File: src/rtl/mcp_pkg.sv
package mcp_pkg;

  localparam int NUM_COLORS  = 256;
  localparam int SAMPLE_BITS = 16;

  localparam int IDX_W   = $clog2(NUM_COLORS);
  localparam int SUM_W   = 2 * SAMPLE_BITS;
  localparam int ROOT_W  = SAMPLE_BITS;
  localparam int REG_W   = 17;
  localparam int MAG_W   = ROOT_W + 1;
  localparam int DIFF_W  = ((MAG_W > REG_W) ? MAG_W : REG_W) + 1;
  localparam int NUMS_W  = DIFF_W + IDX_W + 2;
  localparam int D_W     = REG_W + 2;
  localparam int CFG_A_W = 2;

  typedef enum logic [CFG_A_W-1:0] {
    CFG_COMPLEX_MODE  = 2'd0,
    CFG_COLOR_MIN     = 2'd1,
    CFG_COLOR_MAX     = 2'd2,
    CFG_COLORMAP_TYPE = 2'd3
  } cfg_idx_t;

  // classification of the quantizer numerator
  typedef struct packed {
    logic err;
    logic neg;
    logic top;
  } mcp_flags_t;

  typedef struct packed {
    logic [7:0] r;
    logic [7:0] g;
    logic [7:0] b;
  } rgb_t;

  function automatic logic [7:0] sat8(input int v);
    if (v < 0) return 8'd0;
    if (v > 255) return 8'd255;
    return 8'(v);
  endfunction

  function automatic rgb_t lookup(input logic [IDX_W-1:0] idx, input logic grey);
    int   i;
    int   rv;
    int   gv;
    int   bv;
    rgb_t c;
    i  = int'({1'b0, idx});
    rv = 0;
    gv = 0;
    bv = 0;
    if (i == 0) begin
      rv = 0; gv = 0; bv = 0;
    end else if (grey) begin
      rv = (i * 256) / NUM_COLORS; gv = rv; bv = rv;
    end else if (i < NUM_COLORS / 4) begin
      rv = 0; gv = (i * 1024) / NUM_COLORS; bv = 255;
    end else if (i < NUM_COLORS / 2) begin
      rv = 0; gv = 255; bv = ((NUM_COLORS - 2 * i) * 512) / NUM_COLORS;
    end else if (i < (3 * NUM_COLORS) / 4) begin
      rv = ((2 * i - NUM_COLORS) < 0) ? -1 : ((2 * i - NUM_COLORS) * 512) / NUM_COLORS;
      gv = 255; bv = 0;
    end else begin
      rv = 255; gv = ((NUM_COLORS - i) * 1024) / NUM_COLORS; bv = 0;
    end
    c.r = sat8(rv);
    c.g = sat8(gv);
    c.b = sat8(bv);
    return c;
  endfunction

endpackage

File: src/rtl/mcp_isqrt.sv
module mcp_isqrt (
  input  logic                       clk,
  input  logic                       rst_n,
  input  logic                       en,
  input  logic                       in_valid,
  input  logic [mcp_pkg::SUM_W-1:0]  x,
  output logic                       out_valid,
  output logic [mcp_pkg::ROOT_W-1:0] root
);
  import mcp_pkg::*;

  // one result bit per stage
  logic [SUM_W-1:0] x_in   [0:ROOT_W-1];
  logic [SUM_W-1:0] res_in [0:ROOT_W-1];
  logic             v_in   [0:ROOT_W-1];
  logic [SUM_W-1:0] x_r    [0:ROOT_W-1];
  logic [SUM_W-1:0] res_r  [0:ROOT_W-1];
  logic             v_r    [0:ROOT_W-1];

  assign x_in[0]   = x;
  assign res_in[0] = '0;
  assign v_in[0]   = in_valid;

  for (genvar k = 0; k < ROOT_W; k++) begin : g_stage
    localparam logic [SUM_W-1:0] BIT = SUM_W'(1) << (2 * (ROOT_W - 1 - k));
    logic [SUM_W-1:0] trial;
    logic [SUM_W-1:0] x_nxt;
    logic [SUM_W-1:0] res_nxt;

    if (k > 0) begin : g_link
      assign x_in[k]   = x_r[k-1];
      assign res_in[k] = res_r[k-1];
      assign v_in[k]   = v_r[k-1];
    end

    always_comb begin
      trial = res_in[k] + BIT;
      if (x_in[k] >= trial) begin
        x_nxt   = x_in[k] - trial;
        res_nxt = (res_in[k] >> 1) + BIT;
      end else begin
        x_nxt   = x_in[k];
        res_nxt = res_in[k] >> 1;
      end
    end

    always_ff @(posedge clk) begin
      if (!rst_n) begin
        v_r[k] <= 1'b0;
      end else if (en) begin
        v_r[k] <= v_in[k];
      end
    end

    always_ff @(posedge clk) begin
      if (en) begin
        x_r[k]   <= x_nxt;
        res_r[k] <= res_nxt;
      end
    end
  end

  assign out_valid = v_r[ROOT_W-1];
  assign root      = res_r[ROOT_W-1][ROOT_W-1:0];

endmodule

File: src/rtl/mcp_qdiv.sv
module mcp_qdiv (
  input  logic                      clk,
  input  logic                      rst_n,
  input  logic                      en,
  input  logic                      in_valid,
  input  logic [mcp_pkg::NUMS_W-1:0] num,
  input  logic [mcp_pkg::D_W-1:0]    den,
  input  mcp_pkg::mcp_flags_t       in_flags,
  output logic                      out_valid,
  output logic [mcp_pkg::IDX_W-1:0] quo,
  output mcp_pkg::mcp_flags_t       out_flags
);
  import mcp_pkg::*;

  // restoring division, one quotient bit per stage, MSB first
  logic [NUMS_W-1:0] rem_in [0:IDX_W-1];
  logic [IDX_W-1:0]  q_in   [0:IDX_W-1];
  logic              v_in   [0:IDX_W-1];
  mcp_flags_t        f_in   [0:IDX_W-1];
  logic [D_W-1:0]    d_in   [0:IDX_W-1];
  logic [NUMS_W-1:0] rem_r  [0:IDX_W-1];
  logic [IDX_W-1:0]  q_r    [0:IDX_W-1];
  logic              v_r    [0:IDX_W-1];
  mcp_flags_t        f_r    [0:IDX_W-1];
  logic [D_W-1:0]    d_r    [0:IDX_W-1];

  assign rem_in[0] = num;
  assign q_in[0]   = '0;
  assign v_in[0]   = in_valid;
  assign f_in[0]   = in_flags;
  assign d_in[0]   = den;

  for (genvar k = 0; k < IDX_W; k++) begin : g_stage
    localparam int SH = IDX_W - 1 - k;
    logic [NUMS_W-1:0] dsh;
    logic [NUMS_W-1:0] rem_nxt;
    logic [IDX_W-1:0]  q_nxt;

    if (k > 0) begin : g_link
      assign rem_in[k] = rem_r[k-1];
      assign q_in[k]   = q_r[k-1];
      assign v_in[k]   = v_r[k-1];
      assign f_in[k]   = f_r[k-1];
      assign d_in[k]   = d_r[k-1];
    end

    always_comb begin
      dsh     = NUMS_W'(d_in[k]) << SH;
      rem_nxt = rem_in[k];
      q_nxt   = q_in[k];
      if (rem_in[k] >= dsh) begin
        rem_nxt   = rem_in[k] - dsh;
        q_nxt[SH] = 1'b1;
      end
    end

    always_ff @(posedge clk) begin
      if (!rst_n) begin
        v_r[k] <= 1'b0;
      end else if (en) begin
        v_r[k] <= v_in[k];
      end
    end

    always_ff @(posedge clk) begin
      if (en) begin
        rem_r[k] <= rem_nxt;
        q_r[k]   <= q_nxt;
        f_r[k]   <= f_in[k];
        d_r[k]   <= d_in[k];
      end
    end
  end

  assign out_valid = v_r[IDX_W-1];
  assign quo       = q_r[IDX_W-1];
  assign out_flags = f_r[IDX_W-1];

endmodule

File: src/rtl/magnitude_colormap_pixel.sv
// Pipeline: capture, squares, sum, square root, numerator, clamp classes, divider, output.
// Throughput: one beat per cycle; the whole pipeline advances unless the
//   output register holds a beat that is stalled.
// Reset (rst_n, synchronous): valid bits clear, registers return to
//   complex_mode=1, color_min=0, color_max=46341, colormap_type=0.
module magnitude_colormap_pixel (
  input  logic                                clk,
  input  logic                                rst_n,
  input  logic                                cfg_we,
  input  logic [mcp_pkg::CFG_A_W-1:0]         cfg_index,
  input  logic [mcp_pkg::REG_W-1:0]           cfg_wdata,
  input  logic                                in_valid,
  output logic                                in_stall,
  input  logic signed [mcp_pkg::SAMPLE_BITS-1:0] in_real_part,
  input  logic signed [mcp_pkg::SAMPLE_BITS-1:0] in_imag_part,
  output logic                                out_valid,
  input  logic                                out_stall,
  output logic [7:0]                          out_color_index,
  output logic [7:0]                          out_red,
  output logic [7:0]                          out_green,
  output logic [7:0]                          out_blue,
  output logic                                out_range_error
);
  import mcp_pkg::*;

  // ---------------- configuration registers ----------------
  logic                    complex_mode_r;
  logic signed [REG_W-1:0] color_min_r;
  logic signed [REG_W-1:0] color_max_r;
  logic                    colormap_type_r;

  always_ff @(posedge clk) begin
    if (!rst_n) begin
      complex_mode_r  <= 1'b1;
      color_min_r     <= '0;
      color_max_r     <= REG_W'(46341);
      colormap_type_r <= 1'b0;
    end else if (cfg_we) begin
      unique case (cfg_idx_t'(cfg_index))
        CFG_COMPLEX_MODE:  complex_mode_r  <= cfg_wdata[0];
        CFG_COLOR_MIN:     color_min_r     <= cfg_wdata;
        CFG_COLOR_MAX:     color_max_r     <= cfg_wdata;
        CFG_COLORMAP_TYPE: colormap_type_r <= cfg_wdata[0];
        default: ;
      endcase
    end
  end

  // Global advance: pipeline moves as one unit, held only by a stalled output beat.
  logic adv;
  assign adv      = !out_valid || !out_stall;
  assign in_stall = !adv;

  // ---------------- stage 1: input capture ----------------
  logic                          v1_r;
  logic signed [SAMPLE_BITS-1:0] re1_r;
  logic signed [SAMPLE_BITS-1:0] im1_r;

  always_ff @(posedge clk) begin
    if (!rst_n) v1_r <= 1'b0;
    else if (adv) v1_r <= in_valid;
  end
  always_ff @(posedge clk) begin
    if (adv) begin
      re1_r <= in_real_part;
      im1_r <= in_imag_part;
    end
  end

  // ---------------- stage 2: squares of magnitudes ----------------
  logic [SAMPLE_BITS:0]          abs_re;
  logic [SAMPLE_BITS:0]          abs_im;
  logic [2*SAMPLE_BITS+1:0]      sq_re;
  logic [2*SAMPLE_BITS+1:0]      sq_im;
  logic                          v2_r;
  logic [SUM_W-2:0]              sqr2_r;
  logic [SUM_W-2:0]              sqi2_r;
  logic signed [SAMPLE_BITS-1:0] re2_r;

  always_comb begin
    abs_re = re1_r[SAMPLE_BITS-1] ? -{re1_r[SAMPLE_BITS-1], re1_r} : {re1_r[SAMPLE_BITS-1], re1_r};
    abs_im = im1_r[SAMPLE_BITS-1] ? -{im1_r[SAMPLE_BITS-1], im1_r} : {im1_r[SAMPLE_BITS-1], im1_r};
    sq_re  = abs_re * abs_re;
    sq_im  = abs_im * abs_im;
  end

  always_ff @(posedge clk) begin
    if (!rst_n) v2_r <= 1'b0;
    else if (adv) v2_r <= v1_r;
  end
  always_ff @(posedge clk) begin
    if (adv) begin
      sqr2_r <= sq_re[SUM_W-2:0];
      sqi2_r <= sq_im[SUM_W-2:0];
      re2_r  <= re1_r;
    end
  end

  // ---------------- stage 3: sum of squares ----------------
  logic                          v3_r;
  logic [SUM_W-1:0]              sum3_r;
  logic signed [SAMPLE_BITS-1:0] re3_r;

  always_ff @(posedge clk) begin
    if (!rst_n) v3_r <= 1'b0;
    else if (adv) v3_r <= v2_r;
  end
  always_ff @(posedge clk) begin
    if (adv) begin
      sum3_r <= SUM_W'(sqr2_r) + SUM_W'(sqi2_r);
      re3_r  <= re2_r;
    end
  end

  // ---------------- square root pipeline ----------------
  logic              sq_valid;
  logic [ROOT_W-1:0] root;

  mcp_isqrt u_isqrt (
    .clk       (clk),
    .rst_n     (rst_n),
    .en        (adv),
    .in_valid  (v3_r),
    .x         (sum3_r),
    .out_valid (sq_valid),
    .root      (root)
  );

  // real part rides alongside the root stages for real mode
  logic signed [SAMPLE_BITS-1:0] re_d_r [0:ROOT_W-1];

  always_ff @(posedge clk) begin
    if (adv) begin
      re_d_r[0] <= re3_r;
      for (int k = 1; k < ROOT_W; k++) re_d_r[k] <= re_d_r[k-1];
    end
  end

  // ---------------- stage P: quantizer numerator ----------------
  logic signed [MAG_W-1:0]  mag;
  logic signed [DIFF_W-1:0] diff;
  logic signed [REG_W:0]    range;
  logic signed [NUMS_W-1:0] num;
  logic                     vp_r;
  logic signed [NUMS_W-1:0] nump_r;
  logic [D_W-1:0]           dp_r;
  logic                     errp_r;

  always_comb begin
    mag   = complex_mode_r ? $signed({1'b0, root})
                           : MAG_W'(re_d_r[ROOT_W-1]);
    diff  = DIFF_W'(mag) - DIFF_W'(color_min_r);
    range = (REG_W+1)'(color_max_r) - (REG_W+1)'(color_min_r);
    num   = NUMS_W'(diff) * NUMS_W'(2 * NUM_COLORS) + NUMS_W'(range);
  end

  always_ff @(posedge clk) begin
    if (!rst_n) vp_r <= 1'b0;
    else if (adv) vp_r <= sq_valid;
  end
  always_ff @(posedge clk) begin
    if (adv) begin
      nump_r <= num;
      dp_r   <= D_W'({range, 1'b0});
      errp_r <= (range <= 0);
    end
  end

  // ---------------- stage Q: clamp classification ----------------
  logic [NUMS_W-1:0] top_lim;
  logic              vq_r;
  logic [NUMS_W-1:0] numq_r;
  logic [D_W-1:0]    dq_r;
  mcp_flags_t        fq_r;

  assign top_lim = NUMS_W'(dp_r) * NUMS_W'(NUM_COLORS);

  always_ff @(posedge clk) begin
    if (!rst_n) vq_r <= 1'b0;
    else if (adv) vq_r <= vp_r;
  end
  always_ff @(posedge clk) begin
    if (adv) begin
      numq_r   <= nump_r;
      dq_r     <= dp_r;
      fq_r.err <= errp_r;
      fq_r.neg <= nump_r[NUMS_W-1];
      fq_r.top <= !nump_r[NUMS_W-1] && (nump_r >= top_lim);
    end
  end

  // ---------------- divider pipeline ----------------
  logic             dv_valid;
  logic [IDX_W-1:0] quo;
  mcp_flags_t       dflags;

  mcp_qdiv u_qdiv (
    .clk       (clk),
    .rst_n     (rst_n),
    .en        (adv),
    .in_valid  (vq_r),
    .num       (numq_r),
    .den       (dq_r),
    .in_flags  (fq_r),
    .out_valid (dv_valid),
    .quo       (quo),
    .out_flags (dflags)
  );

  // ---------------- output stage: clamp and color lookup ----------------
  logic [IDX_W-1:0]   idx;
  logic [IDX_W+7:0]   idx_ext;
  rgb_t               rgb;
  logic               out_valid_r;
  logic [7:0]         cidx_r;
  rgb_t               rgb_r;
  logic               err_r;

  always_comb begin
    if (dflags.err || dflags.neg) idx = '0;
    else if (dflags.top)          idx = IDX_W'(NUM_COLORS - 1);
    else                          idx = quo;
    idx_ext = {8'd0, idx};
    rgb     = lookup(idx, colormap_type_r);
  end

  always_ff @(posedge clk) begin
    if (!rst_n) out_valid_r <= 1'b0;
    else if (adv) out_valid_r <= dv_valid;
  end
  always_ff @(posedge clk) begin
    if (adv) begin
      cidx_r <= idx_ext[7:0];
      rgb_r  <= rgb;
      err_r  <= dflags.err;
    end
  end

  assign out_valid       = out_valid_r;
  assign out_color_index = cidx_r;
  assign out_red         = rgb_r.r;
  assign out_green       = rgb_r.g;
  assign out_blue        = rgb_r.b;
  assign out_range_error = err_r;

  // ---------------- assertions ----------------
  a_stall_src: assert property (@(posedge clk) disable iff (!rst_n)
    in_stall |-> (out_valid && out_stall))
    else $error("input stalled without a stalled output beat");

  a_err_black: assert property (@(posedge clk) disable iff (!rst_n)
    (out_valid && out_range_error) |->
      (out_color_index == 8'd0 && out_red == 8'd0 && out_green == 8'd0 && out_blue == 8'd0))
    else $error("range error beat is not black at index zero");

  a_hold: assert property (@(posedge clk) disable iff (!rst_n)
    (out_valid && out_stall) |=> (out_valid && $stable(out_color_index) && $stable(out_red)))
    else $error("stalled output beat changed");

endmodule
File: config.mk
export PLATFORM = sky130hd
export DESIGN_NAME = magnitude_colormap_pixel
export DESIGN_NICKNAME = d
export VERILOG_FILES = /design/src/rtl/mcp_pkg.sv /design/src/rtl/mcp_isqrt.sv /design/src/rtl/mcp_qdiv.sv /design/src/rtl/magnitude_colormap_pixel.sv
export SDC_FILE = /design/constraint.sdc
export NUM_CORES = 2
export LEC_CHECK = 0
export ABC_AREA = 1
export BUFFER_PORTS_ARGS = -buffer_cell sky130_fd_sc_hd__buf_4
export CORE_MARGIN = 4
export CORE_UTILIZATION = 45
export CTS_BUF_LIST = sky130_fd_sc_hd__clkbuf_16
export DETAILED_ROUTE_END_ITERATION = 7
export GPL_ROUTABILITY_DRIVEN = 1
export HOLD_SLACK_MARGIN = 0.15
export PLACE_DENSITY = 0.68
export SLEW_MARGIN = 20
export SYNTH_ARGS = -nofsm -noshare
export SYNTH_HDL_FRONTEND = slang
export SYNTH_SLANG_ARGS = --single-unit
File: constraint.sdc
create_clock -name clk -period 43.2 [get_ports clk]
set_input_delay 6.48 -clock clk [delete_from_list [all_inputs] [get_ports clk]]
set_output_delay 6.48 -clock clk [all_outputs]
set_load 0.005 [all_outputs]
==> flow_summary.ini <==
[clock_tree]
cts_max_level = 4
numClockSinks = 1550
cts_root_buf = clkbuf_16
cts_setup_buffers = 0
clkLatencyLatePin_ns = 0.81
cts_resized = 0
cts_tree = built
clk_pin_slew_ns = 0.06
cts_hold_buf = 0
cts.path.max_buffers = 3
cts_buffers = 169

[floorplanning]
die_x_microns = 463.1
top_level_ports = 91
core_area_sq_um = 205200
die_area_sq_um = 214400
rows = 166
start_util_pct = 45.41
die_h_microns = 463.1

[setup_path]
cp_common_cell = buf_4
path_class = in2out
path_cells = buf_4 -> nand2_8 -> inv_1 -> buf_4
cp.depth = 4
crit_buf_inv = 3
r2r_slack_ns = 34.86
r2r_cells = 27
cp_max_fo = 84
timing.rr.end = sqi2_r[25]
crit_path_start_kind = input pin
worst_path_dominant_cell_family = buffers and inverters
r2r_start = im1_r[0]
cp.required_ns = 36.72
cp-end-kind = output port
crit_arrival_ns = 7.51
cp-endpoint = in_stall
slowest_stage = nand2_8
critPathMaxStageDelay_ns = 0.41
crit_start = out_stall

[placed_design]
dpl_worst_slack_ns = 29.24
hpwl_microns = 164600
place.port_buffers = 90
placed_area_sq_um = 97180
gp_congestion = 0.9207

[synth]
synth_cell_type_count = 75
synth_top_family_by_area = adder cells
yosysMostFrequentCell = nand2_1
synthTopCellsByArea = edfxtp_1, fa_1, ha_1
synth_area_sq_um = 93190
synth_xor_area_share_pct = 3.550
synth_edf_count = 1506
yosys.area_share.simple_pct = 16.20
ys.flop_type = edfxtp_1
synth_async_sr_flop_share_pct = 0
ys_ff_latch = 1550
synthAdderAreaFrac_pct = 16.32
synth_commonest_cells = nand2_1, inv_1, edfxtp_1
synth_compound_area_share_pct = 7.464
synthMuxAreaShare_pct = 0.1799
yosys.area.top_type_share_pct = 48.53
yosys.area.top_type = edfxtp_1
ys_seq_area_share_pct = 49.47
synth.avg_cell_area_sq_um = 9.954
synth_warnings = 0
syn_inst = 9362

[layout]
fillerInstances = 18400
syn_to_final_growth_pct = 10.57
nets = 10650
drive_gt1_share_pct = 6.026
final_area_sq_um = 103000

[grt]
grt.overflow.total = 0
antenna_found_initial = 2
grt_usage_pct = 19.39
grt_pass1_vias = 64590
grt_max_degree = 208
grt_pass1_wl_microns = 338000

[detailed_routing]
antenna_left = 0
drt-pass1-iter-count = 6
drt_first_iter_violations = 4645
drc = 0
drt-wirelength-per-cell_microns = 16.94
wirelength_microns = 210800
routed-via-count = 64560
vias_per_cell = 5.186

[sta]
max_freq_mhz = 71.49
fin_crit_sh_pct = 32.38
slew_viol_final = 0
fin_tns_setup_ns = 0
final.min_clock_period_ns = 13.99
hold_violations = 0
fin_worst_skew_ns = 0.05159
fin_ws_ns = 29.21
maxSlewHeadroom_pct = 26.52
worst_pin_slew_ns = 1.102
rsz0062_at_grt = false
finalSetupViolations = 0

[flow_run]
max_cap_violations = 0

[worst_hold_path]
hold_class = reg2reg

[run_status]
status = finished clean
[worst min-delay path by stage]
stage                               from             end  slack [ns]  cells past startpoint
after detailed placement       re2_r[11]       re3_r[11]        0.40                      0
after floorplan                   errp_r         fq_r[2]        0.40                      0
after global placement    re_d_r[1][110]  re_d_r[1][126]        0.40                      0
after CTS                  re_d_r[1][24]   re_d_r[1][40]        0.41                      0
after global routing      re_d_r[1][108]  re_d_r[1][124]        0.41                      0
final                      re_d_r[1][24]   re_d_r[1][40]        0.40                      0
[sequential cells by signal (all words and copies together) (netlist names), 24 cells and up]
name / flops
numq_r: 28
u_qdiv.d_r: 91
sqr2_r: 30
u_qdiv.q_r: 36
sum3_r: 32
u_isqrt.res_r: 136
u_qdiv.f_r: 24
u_qdiv.rem_r: 196
re_d_r: 256
nump_r: 28
sqi2_r: 30
u_isqrt.x_r: 480
[per-stage QoR]
step                      cells  util (%)  hold WS, ns
after global routing      12450     50.21       0.4122
after floorplan            9428         -       0.4003
after detailed placement  12140     47.36       0.4045
after CTS                 12450     50.21       0.4069
after global placement    12140     47.36       0.4002
final                     12450     50.21       0.3992
[per-layer routing]
layer	wire, microns	vias to the layer above	track usage, %	share of wire, %
li1	-	31770	-	-
met2	102900	1476	33.42	49
met1	93020	30980	25.71	44
met3	9982	336	2.796	4.7
met4	4920	0	5.022	2.3
met5	0	-	0	0
[cell families after synthesis]
family                     count (synthesis)
and+or+nand+nor                         3537
AOI/OAI and AO/OA                       1261
DFF                                     1550
other                                      2
xor gates and xnor gates                 376
buffers and inverters                   1642
adders and majority gates                979
muxes                                     15
[area by class of cell]
type / count / area (sq um) / area share (%)
Sequential cell: 1550 / 46100 / 44.74
Multi-Input combinational cell: 6236 / 41020 / 39.81
Inverter: 1546 / 5807 / 5.636
Clock buffer: 169 / 4229 / 4.104
Tap cell: 2688 / 3363 / 3.264
Clock inverter: 141 / 1620 / 1.573
Timing Repair Buffer: 116 / 895.9 / 0.8694
Antenna cell: 1 / 2.502 / 0.002429
[placed cells by master, fill, tap and decap left out, types with 15 or more instances in the layout]
| master | n |
|---|---|
| inv_2 | 22 |
| clkinv_2 | 23 |
| nor4_1 | 88 |
| o21ai_2 | 18 |
| fa_1 | 394 |
| xnor2_1 | 185 |
| xor2_1 | 189 |
| nand2_2 | 18 |
| inv_1 | 1539 |
| a21oi_1 | 523 |
| ha_1 | 585 |
| nand3b_1 | 48 |
| nand2_1 | 1788 |
| clkbuf_16 | 169 |
| nor2_1 | 858 |
| or2_2 | 72 |
| nand4_1 | 123 |
| clkinv_1 | 28 |
| buf_4 | 114 |
| conb_1 | 68 |
| bufinv_16 | 22 |
| o21bai_1 | 33 |
| a21o_1 | 37 |
| dfxtp_1 | 44 |
| o21a_1 | 19 |
| o21ai_0 | 398 |
| a21oi_2 | 15 |
| o21ai_1 | 106 |
| a21boi_0 | 18 |
| o211ai_1 | 26 |
| a31oi_1 | 16 |
| nor3_1 | 100 |
| edfxtp_1 | 1506 |
| nand3_1 | 373 |
Power is left out: the tool's default activity adds up to more than one toggle a clock period on the data nets, which glitch-free logic cannot reach.
